$ cat src/sv/keypad_code_lock_controller_top_assert.svh
// Assertion helpers, clocked on aclk and disabled while aresetn is low.
`ifndef KEYPAD_CODE_LOCK_CONTROLLER_TOP_ASSERT_SVH
`define KEYPAD_CODE_LOCK_CONTROLLER_TOP_ASSERT_SVH

// Same-cycle implication.
`define KCLC_ASSERT_NOW(lbl, ante, cons) \
    lbl: assert property (@(posedge aclk) disable iff (!aresetn) (ante) |-> (cons)) \
        else $error("kclc: same-cycle check failed");

// Next-cycle implication.
`define KCLC_ASSERT_NEXT(lbl, ante, cons) \
    lbl: assert property (@(posedge aclk) disable iff (!aresetn) (ante) |=> (cons)) \
        else $error("kclc: next-cycle check failed");

`endif

$ cat src/sv/kclc_pkg.sv
package kclc_pkg;

    localparam int CODE_LENGTH = 10;

    localparam int IDX_W   = (CODE_LENGTH > 1) ? $clog2(CODE_LENGTH) : 1;
    localparam int CNT_W   = $clog2(CODE_LENGTH + 1);
    // position in a result list: up to four plain results, or a code dump
    localparam int POS_MAX = (CODE_LENGTH + 2 > 5) ? (CODE_LENGTH + 2) : 5;
    localparam int POS_W   = $clog2(POS_MAX);

    localparam int CFG_ADDR_W = 3;
    localparam int CFG_DATA_W = 8;

    typedef enum logic [1:0] {
        MODE_LOAD,
        MODE_ENTRY,
        MODE_MENU,
        MODE_NEWCODE
    } mode_t;

    localparam logic [2:0] EV_STAR   = 3'd0;
    localparam logic [2:0] EV_CLEAR  = 3'd1;
    localparam logic [2:0] EV_MENU   = 3'd2;
    localparam logic [2:0] EV_RETRY  = 3'd3;
    localparam logic [2:0] EV_FAILED = 3'd4;
    localparam logic [2:0] EV_PROMPT = 3'd5;

    localparam logic KIND_LINK  = 1'b0;
    localparam logic KIND_EVENT = 1'b1;

    localparam logic [CFG_ADDR_W-1:0] CFG_ENTER_CODE    = 3'd0;
    localparam logic [CFG_ADDR_W-1:0] CFG_DIGIT_LIMIT   = 3'd1;
    localparam logic [CFG_ADDR_W-1:0] CFG_WRONG_LIMIT   = 3'd2;
    localparam logic [CFG_ADDR_W-1:0] CFG_ALARM_BYTE    = 3'd3;
    localparam logic [CFG_ADDR_W-1:0] CFG_OPEN_BYTE     = 3'd4;
    localparam logic [CFG_ADDR_W-1:0] CFG_CHANGE_BYTE   = 3'd5;
    localparam logic [CFG_ADDR_W-1:0] CFG_OPEN_CHOICE   = 3'd6;
    localparam logic [CFG_ADDR_W-1:0] CFG_CHANGE_CHOICE = 3'd7;

    localparam logic [7:0] RST_ENTER_CODE    = 8'd16;
    localparam logic [7:0] RST_DIGIT_LIMIT   = 8'd8;
    localparam logic [1:0] RST_WRONG_LIMIT   = 2'd3;
    localparam logic [7:0] RST_ALARM_BYTE    = 8'd10;
    localparam logic [7:0] RST_OPEN_BYTE     = 8'd11;
    localparam logic [7:0] RST_CHANGE_BYTE   = 8'd12;
    localparam logic [7:0] RST_OPEN_CHOICE   = 8'd1;
    localparam logic [7:0] RST_CHANGE_CHOICE = 8'd2;

    typedef logic [CODE_LENGTH-1:0][7:0] code_t;

    typedef struct packed {
        logic       kind;
        logic [7:0] link_byte;
        logic [2:0] display_event;
    } result_t;

endpackage

$ cat src/sv/keypad_code_lock_controller_top.sv
// Channel  Dir  tdata (low bit up)                      tuser    tlast
// s_axis   in   value[7:0]                              command  -
// m_axis   out  link_byte[7:0], display_event[10:8]     kind     last
// cfg      in   write enable, register index, data      -        -
//
// An item is held in the input register, then decoded into a result list that
// the output register sends one result per cycle while m_axis is ready. Every
// item waits in the input register until the previous item's list has drained;
// a list holds at most CODE_LENGTH + 2 results.
// Reset is synchronous on aresetn low; code stores clear at once, no sweep.
// A stalled m_axis holds its result; s_axis keeps one item buffered meanwhile.
module keypad_code_lock_controller_top
    import kclc_pkg::*;
(
    input  logic                  aclk,
    input  logic                  aresetn,
    input  logic                  s_axis_tvalid,
    output logic                  s_axis_tready,
    input  logic [7:0]            s_axis_tdata,   // value[7:0]
    input  logic                  s_axis_tuser,   // command
    output logic                  m_axis_tvalid,
    input  logic                  m_axis_tready,
    output logic [15:0]           m_axis_tdata,   // link_byte[7:0], display_event[10:8]
    output logic                  m_axis_tuser,   // kind
    output logic                  m_axis_tlast,
    input  logic                  cfg_we,
    input  logic [CFG_ADDR_W-1:0] cfg_addr,
    input  logic [CFG_DATA_W-1:0] cfg_wdata
);

    // configuration
    logic [7:0] enter_code_reg;
    logic [7:0] digit_limit_reg;
    logic [1:0] wrong_limit_reg;
    logic [7:0] alarm_byte_reg;
    logic [7:0] open_byte_reg;
    logic [7:0] change_byte_reg;
    logic [7:0] open_choice_reg;
    logic [7:0] change_choice_reg;

    // input register
    logic       in_valid_reg;
    logic       in_cmd_reg;
    logic [7:0] in_value_reg;

    // lock state
    mode_t             mode_reg, mode_next;
    code_t             ref_reg, ref_next;
    code_t             buffer_reg, buffer_next;
    logic [CNT_W-1:0]  entry_count_reg, entry_count_next;
    logic [IDX_W-1:0]  load_index_reg, load_index_next;
    logic [1:0]        wrong_count_reg, wrong_count_next;
    logic              prompt_cleared_reg, prompt_cleared_next;

    // result list
    logic               plan_valid_reg;
    result_t [3:0]      plan_ent_reg, plan_ent_next;
    logic [2:0]         plan_cnt_reg, plan_cnt_next;
    logic               plan_dump_reg, plan_dump_next;
    code_t              plan_snap_reg;
    logic [POS_W-1:0]   pos_reg;

    logic       key_in, link_in;
    logic       is_enter, is_digit, code_match, final_try, has_room;
    logic [1:0] limit_eff;
    logic       proc, has_results, m_fire, plan_done;
    result_t    out_res;
    logic       out_last;

    function automatic result_t ev_res(logic [2:0] ev);
        result_t r;
        r.kind          = KIND_EVENT;
        r.link_byte     = 8'd0;
        r.display_event = ev;
        return r;
    endfunction

    function automatic result_t link_res(logic [7:0] b);
        result_t r;
        r.kind          = KIND_LINK;
        r.link_byte     = b;
        r.display_event = 3'd0;
        return r;
    endfunction

    // ---------------- handshake ----------------
    assign m_fire    = plan_valid_reg && m_axis_tready;
    assign plan_done = m_fire && out_last;
    assign proc      = in_valid_reg && (!plan_valid_reg || plan_done);
    assign s_axis_tready = !in_valid_reg || proc;

    always_ff @(posedge aclk) begin
        if (!aresetn) begin
            in_valid_reg <= 1'b0;
        end else if (s_axis_tready) begin
            in_valid_reg <= s_axis_tvalid;
        end
        if (s_axis_tvalid && s_axis_tready) begin
            in_cmd_reg   <= s_axis_tuser;
            in_value_reg <= s_axis_tdata;
        end
    end

    // ---------------- configuration ----------------
    always_ff @(posedge aclk) begin
        if (!aresetn) begin
            enter_code_reg    <= RST_ENTER_CODE;
            digit_limit_reg   <= RST_DIGIT_LIMIT;
            wrong_limit_reg   <= RST_WRONG_LIMIT;
            alarm_byte_reg    <= RST_ALARM_BYTE;
            open_byte_reg     <= RST_OPEN_BYTE;
            change_byte_reg   <= RST_CHANGE_BYTE;
            open_choice_reg   <= RST_OPEN_CHOICE;
            change_choice_reg <= RST_CHANGE_CHOICE;
        end else if (cfg_we) begin
            case (cfg_addr)
                CFG_ENTER_CODE:    enter_code_reg    <= cfg_wdata;
                CFG_DIGIT_LIMIT:   digit_limit_reg   <= cfg_wdata;
                CFG_WRONG_LIMIT:   wrong_limit_reg   <= cfg_wdata[1:0];
                CFG_ALARM_BYTE:    alarm_byte_reg    <= cfg_wdata;
                CFG_OPEN_BYTE:     open_byte_reg     <= cfg_wdata;
                CFG_CHANGE_BYTE:   change_byte_reg   <= cfg_wdata;
                CFG_OPEN_CHOICE:   open_choice_reg   <= cfg_wdata;
                CFG_CHANGE_CHOICE: change_choice_reg <= cfg_wdata;
                default: ;
            endcase
        end
    end

    // ---------------- decode ----------------
    always_comb begin
        key_in     = !in_cmd_reg;
        link_in    = in_cmd_reg;
        is_enter   = in_value_reg == enter_code_reg;
        is_digit   = (in_value_reg != 8'd0) && !is_enter && (in_value_reg <= digit_limit_reg);
        code_match = buffer_reg == ref_reg;
        // a limit of zero behaves as one
        limit_eff  = (wrong_limit_reg == 2'd0) ? 2'd1 : wrong_limit_reg;
        final_try  = ({1'b0, wrong_count_reg} + 3'd1) >= {1'b0, limit_eff};
        has_room   = entry_count_reg < CNT_W'(CODE_LENGTH);
    end

    // ---------------- next mode ----------------
    always_comb begin
        mode_next = mode_reg;
        case (mode_reg)
            MODE_LOAD: begin
                if (link_in && load_index_reg == IDX_W'(CODE_LENGTH - 1))
                    mode_next = MODE_ENTRY;
            end
            MODE_ENTRY: begin
                if (key_in && is_enter && code_match)
                    mode_next = MODE_MENU;
            end
            MODE_MENU: begin
                if (key_in) begin
                    if (in_value_reg == open_choice_reg)
                        mode_next = MODE_ENTRY;
                    else if (in_value_reg == change_choice_reg)
                        mode_next = MODE_NEWCODE;
                end
            end
            MODE_NEWCODE: begin
                if (key_in && is_enter)
                    mode_next = MODE_LOAD;
            end
            default: mode_next = MODE_LOAD;
        endcase
    end

    // ---------------- data path and result list ----------------
    always_comb begin
        ref_next            = ref_reg;
        buffer_next         = buffer_reg;
        entry_count_next    = entry_count_reg;
        load_index_next     = load_index_reg;
        wrong_count_next    = wrong_count_reg;
        prompt_cleared_next = prompt_cleared_reg;
        plan_ent_next       = '0;
        plan_cnt_next       = 3'd0;
        plan_dump_next      = 1'b0;

        case (mode_reg)
            MODE_LOAD: begin
                if (link_in) begin
                    ref_next[load_index_reg] = in_value_reg;
                    if (load_index_reg == IDX_W'(CODE_LENGTH - 1))
                        load_index_next = '0;
                    else
                        load_index_next = load_index_reg + IDX_W'(1);
                end
            end
            MODE_ENTRY: begin
                if (key_in && is_enter) begin
                    buffer_next      = '0;
                    entry_count_next = '0;
                    plan_ent_next[0] = ev_res(EV_CLEAR);
                    if (code_match) begin
                        plan_ent_next[1] = ev_res(EV_MENU);
                        plan_cnt_next    = 3'd2;
                    end else if (final_try) begin
                        wrong_count_next    = 2'd0;
                        prompt_cleared_next = 1'b0;
                        plan_ent_next[1]    = ev_res(EV_FAILED);
                        plan_ent_next[2]    = link_res(alarm_byte_reg);
                        plan_ent_next[3]    = ev_res(EV_PROMPT);
                        plan_cnt_next       = 3'd4;
                    end else begin
                        wrong_count_next = wrong_count_reg + 2'd1;
                        plan_ent_next[1] = ev_res(EV_RETRY);
                        plan_ent_next[2] = ev_res(EV_CLEAR);
                        plan_cnt_next    = 3'd3;
                    end
                end else if (key_in && is_digit) begin
                    // first digit after a prompt wipes the display
                    if (!prompt_cleared_reg) begin
                        prompt_cleared_next = 1'b1;
                        plan_ent_next[0]    = ev_res(EV_CLEAR);
                        plan_cnt_next       = 3'd1;
                    end
                    if (has_room) begin
                        buffer_next[entry_count_reg[IDX_W-1:0]] = in_value_reg;
                        entry_count_next = entry_count_reg + CNT_W'(1);
                        plan_ent_next[plan_cnt_next[1:0]] = ev_res(EV_STAR);
                        plan_cnt_next = plan_cnt_next + 3'd1;
                    end
                end
            end
            MODE_MENU: begin
                if (key_in) begin
                    if (in_value_reg == open_choice_reg) begin
                        prompt_cleared_next = 1'b0;
                        plan_ent_next[0]    = link_res(open_byte_reg);
                        plan_ent_next[1]    = ev_res(EV_PROMPT);
                        plan_cnt_next       = 3'd2;
                    end else if (in_value_reg == change_choice_reg) begin
                        plan_ent_next[0] = link_res(change_byte_reg);
                        plan_ent_next[1] = ev_res(EV_CLEAR);
                        plan_cnt_next    = 3'd2;
                    end
                end
            end
            MODE_NEWCODE: begin
                if (key_in && is_enter) begin
                    // marker, every buffer entry, then prompt
                    plan_ent_next[0]    = link_res(change_byte_reg);
                    plan_ent_next[1]    = ev_res(EV_PROMPT);
                    plan_cnt_next       = 3'd2;
                    plan_dump_next      = 1'b1;
                    buffer_next         = '0;
                    entry_count_next    = '0;
                    prompt_cleared_next = 1'b0;
                    ref_next            = '0;
                    load_index_next     = '0;
                end else if (key_in && is_digit && has_room) begin
                    buffer_next[entry_count_reg[IDX_W-1:0]] = in_value_reg;
                    entry_count_next = entry_count_reg + CNT_W'(1);
                    plan_ent_next[0] = ev_res(EV_STAR);
                    plan_cnt_next    = 3'd1;
                end
            end
            default: ;
        endcase

        has_results = (plan_cnt_next != 3'd0);
    end

    always_ff @(posedge aclk) begin
        if (!aresetn) begin
            mode_reg           <= MODE_LOAD;
            ref_reg            <= '0;
            buffer_reg         <= '0;
            entry_count_reg    <= '0;
            load_index_reg     <= '0;
            wrong_count_reg    <= 2'd0;
            prompt_cleared_reg <= 1'b0;
        end else if (proc) begin
            mode_reg           <= mode_next;
            ref_reg            <= ref_next;
            buffer_reg         <= buffer_next;
            entry_count_reg    <= entry_count_next;
            load_index_reg     <= load_index_next;
            wrong_count_reg    <= wrong_count_next;
            prompt_cleared_reg <= prompt_cleared_next;
        end
    end

    // ---------------- result sequencer ----------------
    always_ff @(posedge aclk) begin
        if (!aresetn) begin
            plan_valid_reg <= 1'b0;
            pos_reg        <= '0;
        end else if (proc && has_results) begin
            plan_valid_reg <= 1'b1;
            pos_reg        <= '0;
        end else if (m_fire) begin
            if (out_last) begin
                plan_valid_reg <= 1'b0;
                pos_reg        <= '0;
            end else begin
                pos_reg <= pos_reg + POS_W'(1);
            end
        end

        if (proc && has_results) begin
            plan_ent_reg  <= plan_ent_next;
            plan_cnt_reg  <= plan_cnt_next;
            plan_dump_reg <= plan_dump_next;
            plan_snap_reg <= buffer_reg;
        end else if (m_fire && pos_reg != '0) begin
            // dump bytes leave from the low end
            plan_snap_reg <= code_t'(plan_snap_reg >> 8);
        end
    end

    always_comb begin
        if (plan_dump_reg) begin
            out_last = pos_reg == POS_W'(CODE_LENGTH + 1);
            if (pos_reg == '0)
                out_res = plan_ent_reg[0];
            else if (out_last)
                out_res = plan_ent_reg[1];
            else
                out_res = link_res(plan_snap_reg[0]);
        end else begin
            out_last = POS_W'(plan_cnt_reg) == (pos_reg + POS_W'(1));
            out_res  = plan_ent_reg[pos_reg[1:0]];
        end
    end

    assign m_axis_tvalid = plan_valid_reg;
    assign m_axis_tdata  = {5'd0, out_res.display_event, out_res.link_byte};
    assign m_axis_tuser  = out_res.kind;
    assign m_axis_tlast  = out_last;

    // ---------------- checks ----------------
`include "keypad_code_lock_controller_top_assert.svh"

    `KCLC_ASSERT_NOW(a_dump_pos, plan_valid_reg && plan_dump_reg, pos_reg <= POS_W'(CODE_LENGTH + 1))
    `KCLC_ASSERT_NOW(a_list_pos, plan_valid_reg && !plan_dump_reg, pos_reg < POS_W'(plan_cnt_reg))
    `KCLC_ASSERT_NEXT(a_pos_rewind, m_fire && out_last, pos_reg == '0)

endmodule

$ cat config.mk
export PLATFORM = sky130hd
export DESIGN_NAME = keypad_code_lock_controller_top
export DESIGN_NICKNAME = d
export VERILOG_FILES = /design/src/sv/kclc_pkg.sv /design/src/sv/keypad_code_lock_controller_top.sv
export VERILOG_INCLUDE_DIRS = /design/src /design/src/sv
export SDC_FILE = /design/constraint.sdc
export NUM_CORES = 1
export LEC_CHECK = 0
export BUFFER_PORTS_ARGS = -buffer_cell sky130_fd_sc_hd__buf_4
export CAP_MARGIN = 5
export CORE_MARGIN = 10
export CORE_UTILIZATION = 50
export CTS_CLUSTER_SIZE = 25
export DETAILED_ROUTE_END_ITERATION = 16
export HOLD_SLACK_MARGIN = 0.08
export PLACE_DENSITY = 0.66
export SKIP_LAST_GASP = 1
export SLEW_MARGIN = 20
export SYNTH_ARGS = -nofsm -noshare
export SYNTH_HDL_FRONTEND = slang
export SYNTH_SLANG_ARGS = --single-unit
$ cat constraint.sdc
create_clock -name aclk -period 11 [get_ports aclk]
set_input_delay 1.1 -clock aclk [delete_from_list [all_inputs] [get_ports aclk]]
set_output_delay 1.1 -clock aclk [all_outputs]
set_load 0.03 [all_outputs]
==> impl_metrics.json <==
{
  "die_h_um": 199,
  "crit_slowest_cell": "dfxtp_1",
  "clock-sinks": 354,
  "cp_top_family": "buffers and inverters",
  "postSynthAreaPerCell_um2": 9.99,
  "ys_seq_elements": 354,
  "setup_ws_ns": 6.44,
  "worst_pin_slew_ns": 1.09,
  "worst-path-max-fanout": 53,
  "power.density_nw_per_um2": 153,
  "final_cell_mix": "245 x nand2_1, 237 x dfxtp_1, 147 x a21oi_1",
  "ant_nets": 0,
  "layout_commonest_cell": "nand2_1",
  "synth_top_area_share_pct": 29.6,
  "crit_chain": "inv_1 > ha_1 > xor2_1 > nor3_1 > a311oi_1 > or2_2 > nor2_1 > o31ai_4 > buf_4 > o21ai_4 > buf_4",
  "synth_edf_count": 117,
  "status": "complete, no violations",
  "grt_pass1_wl_um": 67800,
  "clock_path_buffers": 3,
  "leakage_nw": 6.20,
  "hold_ws_ns": 0.450,
  "fin_cells": 2039,
  "grt_pass1_vias": 11200,
  "area_delta_synth_final_pct": 10.1,
  "wl_per_cell_um": 21.6,
  "cts_tree": "done",
  "period_minus_slack_ns": 4.56,
  "yosys_warnings": 0,
  "drc": 0,
  "synth_top_area_cell": "dfxtp_1",
  "ys_top_cells_by_area": "dfxtp_1 30%, edfxtp_1 22%, nand2_1 5.7%, mux2_4 5.4%, xnor2_1 4.9%",
  "synth_area_um2": 16000,
  "dieArea_um2": 39600,
  "nets": 1651,
  "synthDistinctLibCells": 65,
  "drive_above_1_share_pct": 16.9,
  "drt_iter0_markers": 1263,
  "drt-total-wl_um": 44000,
  "ctsHoldBuffers": 0,
  "final_cell_area_um2": 17600,
  "die_w_um": 199,
  "route.vias.total": 11900,
  "firstDrtPassIters": 6,
  "critPathCaptureType": "flop",
  "hp-class": "flop to flop",
  "critPathLaunchType": "flop",
  "tns_ns": 0,
  "numCtsBuffers": 38,
  "ir_drop_v": 0.000121,
  "ys.flop_type": "dfxtp_1",
  "antenna_found_initial": 1,
  "cap_violations": 0,
  "place_area_um2": 16400,
  "finalHoldViolCount": 0,
  "critPathArrivalTime_ns": 4.72,
  "grt.overflow.total": 0,
  "cp_common_cell": "buf_4",
  "clkTransAtPathRegs_ns": 0.06,
  "coreArea_um2": 31600,
  "htree_levels": 2,
  "final_core_utilization_pct": 55.9,
  "max_freq_ghz": 0.219,
  "relSlewSlack_pct": 26.7,
  "cts_setup_buffers": 0,
  "grt_usage_pct": 22.3,
  "ios": 45,
  "cts-resized-gates": 0,
  "cp_slowest_stage_delay_ns": 0.83,
  "start_util_pct": 50.8,
  "async_reset_ff_share_pct": 0,
  "crit_buf_inv": 3,
  "grt_max_degree": 84,
  "rows": 65,
  "critPathKind": "flop to flop",
  "p_total_mw": 2.70,
  "finalSetupViolCount": 0,
  "seq_area_frac_synth_pct": 51.5,
  "min_period_over_period_pct": 41.4,
  "clk_latency_ns": 0.54,
  "pre_cts_ws_ns": 6.41,
  "placedCellCount": 1969,
  "place.port_buffers": 39,
  "crit_required_ns": 11.16,
  "rsz0062_at_grt": "false",
  "via_per_inst": 5.83,
  "dpl.hpwl_um": 29400,
  "gp_congestion": 0.872,
  "synth_cells": 1604,
  "cts_root_buf": "clkbuf_16",
  "finalMaxSlewViolations": 0,
  "fin_worst_skew_ns": 0.0159
}
[metal layers]
layer | global-route usage [%] | share of wire (%) | vias up
li1 | - | - | 5627
met1 | 31.1 | 44 | 5772
met2 | 34.1 | 45 | 428
met3 | 4.90 | 8.0 | 62
met4 | 5.99 | 2.4 | 0
met5 | 0 | 0 | -
[synth_stat cells (6+ instances only)]
master / n
nor2b_1: 12
a22o_1: 16
mux2_4: 58
inv_1: 23
xor2_1: 20
and2_1: 25
nand2b_1: 11
nor2_1: 32
a21oi_1: 147
or2_2: 82
buf_12: 6
clkbuf_1: 53
edfxtp_1: 117
a31oi_1: 15
o21ai_0: 103
nand2_1: 245
xnor2_1: 89
ha_1: 18
dfxtp_1: 237
buf_1: 11
mux2_2: 13
nor4_1: 16
buf_2: 12
nor3_1: 11
nand3_1: 119
mux2i_1: 13
nand4_1: 33
[cell families (layout without fill, tap and decap cells)]
| family | after synthesis | in the layout | share of synthesized area [%] |
|---|---|---|---|
| AO/OA/AOI/OAI | 312 | 312 | 11.1 |
| XOR/XNOR | 111 | 111 | 6.16 |
| adder cells (fa/ha/maj) | 19 | 19 | 1.53 |
| buffers and inverters | 114 | 142 | 3.58 |
| flip-flops | 354 | 354 | 51.5 |
| multiplexers | 87 | 87 | 7.51 |
| other | 1 | 6 | 0.0234 |
| AND/OR/NAND/NOR | 606 | 606 | 18.6 |
[layout make-up]
| class | instances | area (µm²) |
|---|---|---|
| Antenna cell | 1 | 2.50 |
| Clock buffer | 61 | 1130 |
| Clock inverter | 8 | 68.8 |
| Fill cell | 2765 | 13900 |
| Inverter | 25 | 96.3 |
| Multi-Input combinational cell | 1140 | 7220 |
| Sequential cell | 354 | 8260 |
| Tap cell | 402 | 503 |
| Timing Repair Buffer | 48 | 360 |
[path summary, 6_finish.rpt]
check | startpoint | end | slack, ns | cells after the start
setup reg to reg | pos_reg[1] | plan_snap_reg[79] | 6.44 | 11
hold / removal | alarm_byte_reg[0] | alarm_byte_reg[0] | 0.45 | 2
setup / recovery | pos_reg[1] | plan_snap_reg[79] | 6.44 | 11
hold reg to reg | alarm_byte_reg[0] | alarm_byte_reg[0] | 0.45 | 2
[report_power, final]
part / switching [mW] / internal, mW / leakage [nW] / total [mW]
Combinational: 0.0694 / 0.0238 / 2.71 / 0.0933
Clock: 0.514 / 0.727 / 0.581 / 1.24
Sequential: 0.00986 / 1.35 / 2.91 / 1.36
Total: 0.593 / 2.10 / 6.20 / 2.70
[worst register-to-register path, cell delays in order, from the launching register on]
cell	delay [ns]
dfxtp_1	0.83
inv_1	0.11
ha_1	0.33
xor2_1	0.17
nor3_1	0.24
a311oi_1	0.15
or2_2	0.37
nor2_1	0.21
o31ai_4	0.10
buf_4	0.36
o21ai_4	0.50
buf_4	0.75
Power figures use the tool's default switching activity.
